===== src/gmdfs_pkg.sv =====
// Package for the grid maze depth-first search: sizes, codes, states and control structs.
`default_nettype none
package gmdfs_pkg;

  localparam int GRID_X = 16;
  localparam int GRID_Y = 16;
  localparam int CELLS  = GRID_X * GRID_Y;
  localparam int XW     = $clog2(GRID_X);
  localparam int YW     = $clog2(GRID_Y);
  localparam int SAW    = $clog2(CELLS);
  localparam int SPW    = $clog2(CELLS + 1);
  localparam int DIRW   = 3;
  localparam int CNTW   = 9;
  localparam int COORDW = 4;
  localparam int WALLW  = 16;

  localparam logic [CNTW-1:0] CNT_MAX     = '1;
  localparam logic [COORDW-1:0] GOAL_X_RST = 4'd8;
  localparam logic [COORDW-1:0] GOAL_Y_RST = 4'd11;

  localparam logic CFG_GOAL_X = 1'b0;
  localparam logic CFG_GOAL_Y = 1'b1;

  localparam logic OP_LOAD   = 1'b0;
  localparam logic OP_SEARCH = 1'b1;

  localparam logic [DIRW-1:0] DIR_YDEC = 3'd0;
  localparam logic [DIRW-1:0] DIR_XINC = 3'd1;
  localparam logic [DIRW-1:0] DIR_YINC = 3'd2;
  localparam logic [DIRW-1:0] DIR_XDEC = 3'd3;
  localparam logic [DIRW-1:0] DIR_DONE = 3'd4;

  typedef enum logic [2:0] {
    ST_IDLE,
    ST_PROBE,
    ST_CHECK,
    ST_POP,
    ST_RESULT
  } state_t;

  typedef struct packed {
    logic [XW-1:0] x;
    logic [YW-1:0] y;
    logic [1:0]    dir;
  } frame_t;

  typedef struct packed {
    logic load_wall;
    logic start_search;
    logic probe_issue;
    logic dir_inc;
    logic enter;
    logic pop_issue;
    logic pop_load;
    logic out_load;
    logic out_found;
  } cmd_t;

  typedef struct packed {
    logic start_is_goal;
    logic start_outside;
    logic top_done;
    logic stack_empty;
    logic nbr_outside;
    logic nbr_blocked;
    logic nbr_is_goal;
    logic out_free;
  } sts_t;

endpackage
`default_nettype wire


===== src/gmdfs_ram.sv =====
// Generic single-write, single-read RAM with registered read data.
`default_nettype none
module gmdfs_ram #(
  parameter int WIDTH = 8,
  parameter int DEPTH = 16,
  localparam int AW = $clog2(DEPTH)
) (
  input  wire logic             clk,
  input  wire logic             we,
  input  wire logic [AW-1:0]    waddr,
  input  wire logic [WIDTH-1:0] wdata,
  input  wire logic             re,
  input  wire logic [AW-1:0]    raddr,
  output logic      [WIDTH-1:0] rdata
);

  logic [WIDTH-1:0] mem [DEPTH];

  always_ff @(posedge clk) begin
    if (we) begin
      mem[waddr] <= wdata;
    end
    if (re) begin
      rdata <= mem[raddr];
    end
  end

endmodule
`default_nettype wire


===== src/gmdfs_ctrl.sv =====
// Search controller: sequences loads, probes, pushes, pops and result hand-off.
`default_nettype none
module gmdfs_ctrl (
  input  wire logic          clk,
  input  wire logic          rst_n,
  input  wire logic          in_valid,
  input  wire logic          in_op,
  output logic               in_ready,
  input  wire gmdfs_pkg::sts_t sts,
  output gmdfs_pkg::cmd_t    cmd
);
  import gmdfs_pkg::*;

  state_t state_r, state_nxt;
  logic   found_r, found_nxt;

  always_ff @(posedge clk) begin
    if (!rst_n) begin
      state_r <= ST_IDLE;
      found_r <= 1'b0;
    end else begin
      state_r <= state_nxt;
      found_r <= found_nxt;
    end
  end

  always_comb begin
    state_nxt     = state_r;
    found_nxt     = found_r;
    cmd           = '0;
    cmd.out_found = found_r;
    in_ready      = 1'b0;
    unique case (state_r)
      ST_IDLE: begin
        in_ready = 1'b1;
        if (in_valid) begin
          if (in_op == OP_LOAD) begin
            cmd.load_wall = 1'b1;
          end else begin
            cmd.start_search = 1'b1;
            if (sts.start_is_goal) begin
              found_nxt = 1'b1;
              state_nxt = ST_RESULT;
            end else if (sts.start_outside) begin
              found_nxt = 1'b0;
              state_nxt = ST_RESULT;
            end else begin
              state_nxt = ST_PROBE;
            end
          end
        end
      end
      ST_PROBE: begin
        if (sts.top_done) begin
          if (sts.stack_empty) begin
            found_nxt = 1'b0;
            state_nxt = ST_RESULT;
          end else begin
            cmd.pop_issue = 1'b1;
            state_nxt     = ST_POP;
          end
        end else if (sts.nbr_outside) begin
          cmd.dir_inc = 1'b1;
        end else begin
          cmd.probe_issue = 1'b1;
          state_nxt       = ST_CHECK;
        end
      end
      ST_CHECK: begin
        cmd.dir_inc = 1'b1;
        state_nxt   = ST_PROBE;
        if (!sts.nbr_blocked) begin
          if (sts.nbr_is_goal) begin
            found_nxt = 1'b1;
            state_nxt = ST_RESULT;
          end else begin
            cmd.enter = 1'b1;
          end
        end
      end
      ST_POP: begin
        cmd.pop_load = 1'b1;
        state_nxt    = ST_PROBE;
      end
      ST_RESULT: begin
        if (sts.out_free) begin
          cmd.out_load = 1'b1;
          state_nxt    = ST_IDLE;
        end
      end
      default: begin
        state_nxt = ST_IDLE;
      end
    endcase
  end

endmodule
`default_nettype wire


===== src/gmdfs_dp.sv =====
// Search datapath: wall and visited rows, walk stack, top frame, count and result register.
`default_nettype none
module gmdfs_dp (
  input  wire logic                          clk,
  input  wire logic                          rst_n,
  input  wire gmdfs_pkg::cmd_t               cmd,
  output gmdfs_pkg::sts_t                    sts,
  input  wire logic                          cfg_we,
  input  wire logic                          cfg_index,
  input  wire logic [gmdfs_pkg::COORDW-1:0]  cfg_wdata,
  input  wire logic [gmdfs_pkg::COORDW-1:0]  line_index,
  input  wire logic [gmdfs_pkg::WALLW-1:0]   wall_bits,
  input  wire logic [gmdfs_pkg::COORDW-1:0]  start_x,
  input  wire logic [gmdfs_pkg::COORDW-1:0]  start_y,
  input  wire logic                          out_ready,
  output logic                               out_valid,
  output logic                               out_found,
  output logic [gmdfs_pkg::CNTW-1:0]         out_count
);
  import gmdfs_pkg::*;

  logic [COORDW-1:0] goal_x_r, goal_y_r;
  logic [XW-1:0]     top_x_r, nbr_x_r, nbr_x;
  logic [YW-1:0]     top_y_r, nbr_y_r, nbr_y;
  logic [DIRW-1:0]   top_dir_r;
  logic [SPW-1:0]    sp_r;
  logic [CNTW-1:0]   cnt_r;
  logic [GRID_X-1:0] wall_vld_r, vis_vld_r;
  logic              out_valid_r, out_found_r;
  logic [CNTW-1:0]   out_count_r;
  logic              nbr_outside;

  logic [GRID_Y-1:0] wall_rdata, vis_rdata, vis_wdata, wall_row, vis_row;
  logic [XW-1:0]     vis_waddr;
  logic              vis_we, wall_we;
  frame_t            push_frame, pop_frame;
  logic [SPW-1:0]    sp_dec;

  always_comb begin
    nbr_x       = top_x_r;
    nbr_y       = top_y_r;
    nbr_outside = 1'b0;
    case (top_dir_r)
      DIR_YDEC: begin
        nbr_y       = top_y_r - YW'(1);
        nbr_outside = (top_y_r == '0);
      end
      DIR_XINC: begin
        nbr_x       = top_x_r + XW'(1);
        nbr_outside = (top_x_r == XW'(GRID_X - 1));
      end
      DIR_YINC: begin
        nbr_y       = top_y_r + YW'(1);
        nbr_outside = (top_y_r == YW'(GRID_Y - 1));
      end
      DIR_XDEC: begin
        nbr_x       = top_x_r - XW'(1);
        nbr_outside = (top_x_r == '0);
      end
      default: begin
        nbr_outside = 1'b1;
      end
    endcase
  end

  assign wall_row = wall_vld_r[nbr_x_r] ? wall_rdata : '0;
  assign vis_row  = vis_vld_r[nbr_x_r] ? vis_rdata : '0;

  assign sts.start_is_goal = (start_x == goal_x_r) && (start_y == goal_y_r);
  assign sts.start_outside = (32'(start_x) >= GRID_X) || (32'(start_y) >= GRID_Y);
  assign sts.top_done      = (top_dir_r >= DIR_DONE);
  assign sts.stack_empty   = (sp_r == '0);
  assign sts.nbr_outside   = nbr_outside;
  assign sts.nbr_blocked   = wall_row[nbr_y_r] || vis_row[nbr_y_r];
  assign sts.nbr_is_goal   = (32'(nbr_x_r) == 32'(goal_x_r)) && (32'(nbr_y_r) == 32'(goal_y_r));
  assign sts.out_free      = !out_valid_r || out_ready;

  // wall rows
  assign wall_we = cmd.load_wall && (32'(line_index) < GRID_X);

  gmdfs_ram #(.WIDTH(GRID_Y), .DEPTH(GRID_X)) u_wall (
    .clk   (clk),
    .we    (wall_we),
    .waddr (XW'(line_index)),
    .wdata (GRID_Y'(wall_bits)),
    .re    (cmd.probe_issue),
    .raddr (nbr_x),
    .rdata (wall_rdata)
  );

  // visited rows: read-modify-write on enter, fresh row on search start
  always_comb begin
    vis_we    = 1'b0;
    vis_waddr = nbr_x_r;
    vis_wdata = vis_row | (GRID_Y'(1) << nbr_y_r);
    if (cmd.start_search) begin
      vis_we    = !sts.start_outside;
      vis_waddr = XW'(start_x);
      vis_wdata = GRID_Y'(1) << YW'(start_y);
    end else if (cmd.enter) begin
      vis_we = 1'b1;
    end
  end

  gmdfs_ram #(.WIDTH(GRID_Y), .DEPTH(GRID_X)) u_vis (
    .clk   (clk),
    .we    (vis_we),
    .waddr (vis_waddr),
    .wdata (vis_wdata),
    .re    (cmd.probe_issue),
    .raddr (nbr_x),
    .rdata (vis_rdata)
  );

  // walk stack holds the frames below the top; dir is the last direction probed
  assign push_frame = '{x: top_x_r, y: top_y_r, dir: top_dir_r[1:0]};
  assign sp_dec     = sp_r - SPW'(1);

  gmdfs_ram #(.WIDTH($bits(frame_t)), .DEPTH(CELLS)) u_stack (
    .clk   (clk),
    .we    (cmd.enter),
    .waddr (sp_r[SAW-1:0]),
    .wdata (push_frame),
    .re    (cmd.pop_issue),
    .raddr (sp_dec[SAW-1:0]),
    .rdata (pop_frame)
  );

  always_ff @(posedge clk) begin
    if (!rst_n) begin
      goal_x_r    <= GOAL_X_RST;
      goal_y_r    <= GOAL_Y_RST;
      wall_vld_r  <= '0;
      vis_vld_r   <= '0;
      top_dir_r   <= DIR_DONE;
      sp_r        <= '0;
      cnt_r       <= '0;
      out_valid_r <= 1'b0;
    end else begin
      if (cfg_we) begin
        unique case (cfg_index)
          CFG_GOAL_X: goal_x_r <= cfg_wdata;
          CFG_GOAL_Y: goal_y_r <= cfg_wdata;
          default: ;
        endcase
      end
      if (wall_we) begin
        wall_vld_r[XW'(line_index)] <= 1'b1;
      end
      if (cmd.start_search) begin
        sp_r      <= '0;
        top_dir_r <= DIR_YDEC;
        if (!sts.start_outside && !sts.start_is_goal) begin
          vis_vld_r <= GRID_X'(1) << start_x;
          cnt_r     <= CNTW'(1);
        end else begin
          vis_vld_r <= '0;
          cnt_r     <= '0;
        end
      end else if (cmd.enter) begin
        vis_vld_r[nbr_x_r] <= 1'b1;
        sp_r               <= sp_r + SPW'(1);
        top_dir_r          <= DIR_YDEC;
        if (cnt_r != CNT_MAX) begin
          cnt_r <= cnt_r + CNTW'(1);
        end
      end else if (cmd.pop_load) begin
        sp_r      <= sp_dec;
        top_dir_r <= DIRW'(pop_frame.dir) + DIRW'(1);
      end else if (cmd.dir_inc) begin
        top_dir_r <= top_dir_r + DIRW'(1);
      end
      if (cmd.out_load) begin
        out_valid_r <= 1'b1;
      end else if (out_ready) begin
        out_valid_r <= 1'b0;
      end
    end
  end

  always_ff @(posedge clk) begin
    if (cmd.start_search) begin
      top_x_r <= XW'(start_x);
      top_y_r <= YW'(start_y);
    end else if (cmd.enter) begin
      top_x_r <= nbr_x_r;
      top_y_r <= nbr_y_r;
    end else if (cmd.pop_load) begin
      top_x_r <= pop_frame.x;
      top_y_r <= pop_frame.y;
    end
    if (cmd.probe_issue) begin
      nbr_x_r <= nbr_x;
      nbr_y_r <= nbr_y;
    end
    if (cmd.out_load) begin
      out_found_r <= cmd.out_found;
      out_count_r <= cmd.out_found && sts.start_is_goal && (cnt_r == '0) ? '0 : cnt_r;
    end
  end

  assign out_valid = out_valid_r;
  assign out_found = out_found_r;
  assign out_count = out_count_r;

  a_push_room: assert property (@(posedge clk) disable iff (!rst_n)
    cmd.enter |-> (32'(sp_r) < CELLS - 1))
    else $error("walk stack overflow");
  a_pop_nonempty: assert property (@(posedge clk) disable iff (!rst_n)
    cmd.pop_issue |-> (sp_r != '0))
    else $error("pop from empty walk stack");
  a_out_no_overwrite: assert property (@(posedge clk) disable iff (!rst_n)
    cmd.out_load |-> (!out_valid_r || out_ready))
    else $error("result overwritten while stalled");
  a_probe_dir: assert property (@(posedge clk) disable iff (!rst_n)
    cmd.probe_issue |-> (top_dir_r < DIR_DONE) && !nbr_outside)
    else $error("probe issued without a valid neighbor");
  a_count_bound: assert property (@(posedge clk) disable iff (!rst_n)
    cmd.enter |=> (cnt_r != '0) && (sp_r != '0))
    else $error("enter did not update count and stack");

endmodule
`default_nettype wire


===== src/grid_maze_depth_first_search.sv =====
// Grid maze depth-first search, top level: stream ports, controller and datapath.
//
// Input items on in_*: op = 0 loads one wall line (row line_index, bit k is
// cell (line_index, k)); op = 1 runs a depth-first search from (start_x, start_y)
// toward the goal held in registers goal_x (index 0) and goal_y (index 1).
// Neighbors are probed in the order y-1, x+1, y+1, x-1.
// A load item gives no result; a search item gives one item on out_* with
// found and cells_visited.
// A load is written in the idle state. A search probes each neighbor in turn: a
// probe that leaves the grid only steps the direction, one inside it reads the
// wall and visited rows and then checks them, and a backtrack reads the walk stack.
// The walk is bound by one read of the wall and visited rows per probe and
// one walk stack access per push or backtrack. One item is in work at a time.
// Reset: walls clear, goal returns to (8, 11), no result pending.
// A finished result sits in an output register; while the receiver stalls the
// block still takes new items, and only the next search result waits for it.
`default_nettype none
module grid_maze_depth_first_search (
  input  wire logic        clk,
  input  wire logic        rst_n,
  input  wire logic        in_tvalid,
  output logic             in_tready,
  input  wire logic [31:0] in_tdata,   // op, line_index[3:0], wall_bits[15:0], start_x[3:0], start_y[3:0]
  output logic             out_tvalid,
  input  wire logic        out_tready,
  output logic [15:0]      out_tdata,  // found, cells_visited[8:0]
  input  wire logic        cfg_we,
  input  wire logic        cfg_index,
  input  wire logic [3:0]  cfg_wdata
);
  import gmdfs_pkg::*;

  cmd_t            cmd;
  sts_t            sts;
  logic            out_found;
  logic [CNTW-1:0] out_count;

  gmdfs_ctrl u_ctrl (
    .clk      (clk),
    .rst_n    (rst_n),
    .in_valid (in_tvalid),
    .in_op    (in_tdata[0]),
    .in_ready (in_tready),
    .sts      (sts),
    .cmd      (cmd)
  );

  gmdfs_dp u_dp (
    .clk        (clk),
    .rst_n      (rst_n),
    .cmd        (cmd),
    .sts        (sts),
    .cfg_we     (cfg_we),
    .cfg_index  (cfg_index),
    .cfg_wdata  (cfg_wdata),
    .line_index (in_tdata[4:1]),
    .wall_bits  (in_tdata[20:5]),
    .start_x    (in_tdata[24:21]),
    .start_y    (in_tdata[28:25]),
    .out_ready  (out_tready),
    .out_valid  (out_tvalid),
    .out_found  (out_found),
    .out_count  (out_count)
  );

  assign out_tdata = {6'd0, out_count, out_found};

endmodule
`default_nettype wire


===== config.mk =====
export PLATFORM = sky130hd
export DESIGN_NAME = grid_maze_depth_first_search
export DESIGN_NICKNAME = d
export VERILOG_FILES = /design/src/gmdfs_pkg.sv /design/src/gmdfs_ram.sv /design/src/gmdfs_ctrl.sv /design/src/gmdfs_dp.sv /design/src/grid_maze_depth_first_search.sv
export SDC_FILE = /design/constraint.sdc
export NUM_CORES = 2
export LEC_CHECK = 0
export ABC_AREA = 1
export BUFFER_PORTS_ARGS = -buffer_cell sky130_fd_sc_hd__buf_2
export CAP_MARGIN = 20
export CORE_UTILIZATION = 40
export CTS_CLUSTER_DIAMETER = 60
export DETAILED_ROUTE_END_ITERATION = 7
export HOLD_SLACK_MARGIN = 0.06
export PLACE_DENSITY = 0.52
export SETUP_SLACK_MARGIN = 0.1
export SLEW_MARGIN = 0
export SYNTH_ARGS = -nofsm -noshare
export SYNTH_HDL_FRONTEND = slang
export SYNTH_SLANG_ARGS = --single-unit

===== constraint.sdc =====
create_clock -name clk -period 7.73 [get_ports clk]
set_input_delay 1.546 -clock clk [delete_from_list [all_inputs] [get_ports clk]]
set_output_delay 1.546 -clock clk [all_outputs]
set_load 0.01 [all_outputs]

==> flow_metrics.tcl <==
set metrics [dict create \
    outcome "complete, but fails checks" \
    violations "max-slew violations" \
    worstPathArrival_ns 5.99 \
    use_met2 0.349 \
    powerDensity_mw_per_mm2 260 \
    row_count 207 \
    fin_crit_ns 5.48 \
    drive_gt1_frac 0.0813 \
    cts-htree-levels 5 \
    cts.sinks 3206 \
    fill_cells 28300 \
    cts_buffer_depth 4 \
    slew_violations 41 \
    area_growth_pct 12.7 \
    io-pin-count 60 \
    layout_common_cells "edfxtp_1, nor2_1, o21ai_0, o22ai_1, clkbuf_16" \
    hpwlAfterDp_mm 206 \
    grt_pass1_wl_mm 541 \
    path_common_cell "nand2_1" \
    use_met1 0.327 \
    drc_errors 0 \
    post_drt_wl_per_cell_um 25.9 \
    routabilityCongestion 0.862 \
    netlist_area_mm2 0.128 \
    ctsResizeCount 0 \
    synth_warnings 0 \
    fp.dieArea_mm2 0.322 \
    num-nets-final 10000 \
    drv_cap 0 \
    vias 83000 \
    grt_antenna_before_repair 12 \
    core_region_area_mm2 0.318 \
    synth.distinct_cells 53 \
    netlist_instances 10100 \
    clkTransAtPathRegs_ns 0.06 \
    cp_slowest_cell "nor2_1" \
    grt-ovfl-total 0 \
    hold_viol 0 \
    grt_pass1_vias 78200 \
    globalRouteTotalUtil 0.225 \
    gr-usage-met3 0.0366 \
    stdcell_count 14400 \
    worstMarginPinSlew_ns 1.60 \
    gr-max-usage-layer "met2" \
    cts_tree "done" \
    die_width_um 567 \
    slowest_delay_ns 0.75 \
    portBuffers 50 \
    vdd_drop_max_uv 179 \
    placed_cells_incl_taps 13800 \
    relSlewSlack -0.0635 \
    p_leak_uw 0.0465 \
    worst_setup_path_end_kind "register" \
    synth-async-reset-ratio 0 \
    setup_violations 0 \
    crit_type "register to register" \
    avgSynthCellArea_um2 12.7 \
    final.period_utilization 0.709 \
    synth-edff-count 3140 \
    numCtsBuffers 352 \
    path_cells "inv_2, nand2_1, nand2_1, nand2_1, nand2_1, nand2_1, nand2_1, inv_2, nand2_2, nand2_1, nor2_1, nor2_1, nand2_1, nand3_1, nand4_1, nor2_1, nand3_2, buf_12, buf_4, nor2_1" \
    layout_commonest_cell "edfxtp_1" \
    yosys_register_bits 3206 \
    critPathTopFamily "simple AND/OR/NAND/NOR gates" \
    clockRootBuffer "clkbuf_16" \
    finClkSkew_ns 0.0609 \
    drtAntennaViolNets 0 \
    avgViaCountPerCell 5.75 \
    seq_area_mm2 0.0956 \
    grt_max_degree 207 \
    hold_slack_ns 0.470 \
    wl_mm 374 \
    first_iter_violations 9510 \
    multi_input_area_mm2 0.0289 \
    seq_area_frac_synth 0.749 \
    hold_class "register to register" \
    startpoint_type "register" \
    fin_tns_setup_ns 0 \
    timing.fmax_ghz 0.182 \
    initial_core_util 0.402 \
    synthFlopType "edfxtp_1" \
    path_buf_inv 4 \
    clock_latency_ns 0.94 \
    path_max_fanout 17 \
    ctsHoldBuffers 0 \
    die_y_um 567 \
    firstDrtPassIters 8 \
    grt_setup_unrepaired "false" \
    cts_setup_buffers 0 \
    critical_path_required_ns 8.24 \
]
[per-layer routing]
layer	vias up	part of all wire	wire, um
li1	37200	-	-
met1	42000	0.44	165000
met2	3281	0.46	171000
met3	504	0.078	29200
met4	6	0.025	9260
met5	-	0.00010	38
[cell type report]
cell class                      count  share of cell area
Timing Repair Buffer              252              0.0157
Antenna cell                        6            0.000104
Inverter                          136             0.00377
Clock inverter                    218              0.0148
Multi-Input combinational cell   6006               0.201
Clock buffer                      422              0.0638
Sequential cell                  3206               0.665
Tap cell                         4180              0.0364
[worst reg2reg max path, delay by kind of cell, from the launching register on]
family	cells	cell delay (ns)
simple gates	16	3.58
flops	1	0.67
buf+inv	4	0.89
[cells in the mapped netlist (5+ instances only)]
library cell,count,area share
nor2_1,2370,0.070
o22ai_1,961,0.047
clkbuf_1,632,0.019
ha_1,12,0.0012
o221ai_1,34,0.0023
buf_1,21,0.00062
a32oi_1,7,0.00048
o21ai_0,2024,0.079
nand3_1,57,0.0022
dfxtp_1,66,0.010
a22oi_1,12,0.00071
nand2_1,275,0.0081
nor4_1,8,0.00039
xnor2_1,8,0.00055
buf_2,73,0.0029
xor2_1,15,0.0010
a21oi_1,55,0.0022
inv_1,129,0.0038
edfxtp_1,3140,0.74
nor3_1,25,0.00098
nand3_2,6,0.00047
a31oi_1,5,0.00024
o211ai_1,31,0.0018
nand4_1,21,0.0010
inv_2,6,0.00018
o21ai_1,38,0.0015
buf_4,17,0.0010
[state kept, by name (all words and copies together), names as in the netlist, 4 cells and up]
name,cells
u_dp.u_stack.mem,2560
u_dp.u_vis.mem,256
u_dp.u_wall.mem,256
u_dp.u_vis.rdata,16
u_dp.u_wall.rdata,16
u_dp.vis_vld_r,16
u_dp.wall_vld_r,16
u_dp.u_stack.rdata,10
u_dp.cnt_r,9
u_dp.out_count,9
u_dp.sp_r,9
u_dp.goal_x_r,4
u_dp.goal_y_r,4
u_dp.nbr_x_r,4
u_dp.nbr_y_r,4
u_dp.top_x_r,4
u_dp.top_y_r,4
[metrics by stage]
step | area (um^2) | setup WS (ns) | total power [uW] | utilization
6_report | 144000 | 2.25 | 37400 | 0.453
3_5_place_dp | 132000 | 2.38 | 21300 | 0.417
3_3_place_gp | 132000 | 1.75 | 21200 | 0.416
2_1_floorplan | 128000 | 1.15 | 20600 | -
5_1_grt | 144000 | 2.01 | 38400 | 0.453
4_1_cts | 144000 | 2.36 | 37600 | 0.452
[logic make-up (layout without fill, tap and decap cells)]
group / after synthesis / after routing / synth area share
other cells: 1 / 12 / 0.0000294
simple gates: 2781 / 2781 / 0.0841
xor+xnor: 24 / 24 / 0.00170
buf+inv: 882 / 1028 / 0.0273
compound gates: 3179 / 3179 / 0.136
mux: 2 / 2 / 0.000167
flops: 3206 / 3206 / 0.749
fa+ha+maj: 14 / 14 / 0.00149
[final timing paths]
path                   startpoint                       to  slack [ns]  depth (start not counted)
setup / recovery  u_dp.nbr_x_r[0]  u_dp.u_stack.mem[62][1]        2.25                         20
hold / removal      u_dp.cnt_r[7]        u_dp.out_count[7]        0.47                          0
setup reg to reg  u_dp.nbr_x_r[0]  u_dp.u_stack.mem[62][1]        2.25                         20
hold reg to reg     u_dp.cnt_r[7]        u_dp.out_count[7]        0.47                          0
[report_power, final]
| part | leakage [uW] | switching, uW | internal (uW) |
|---|---|---|---|
| logic | 0.0120 | 1270 | 343 |
| registers | 0.0291 | 47.5 | 19200 |
| clock network | 0.00547 | 6960 | 9520 |
| total | 0.0465 | 8280 | 29100 |
Note: power is estimated with default switching activity, not from simulation.
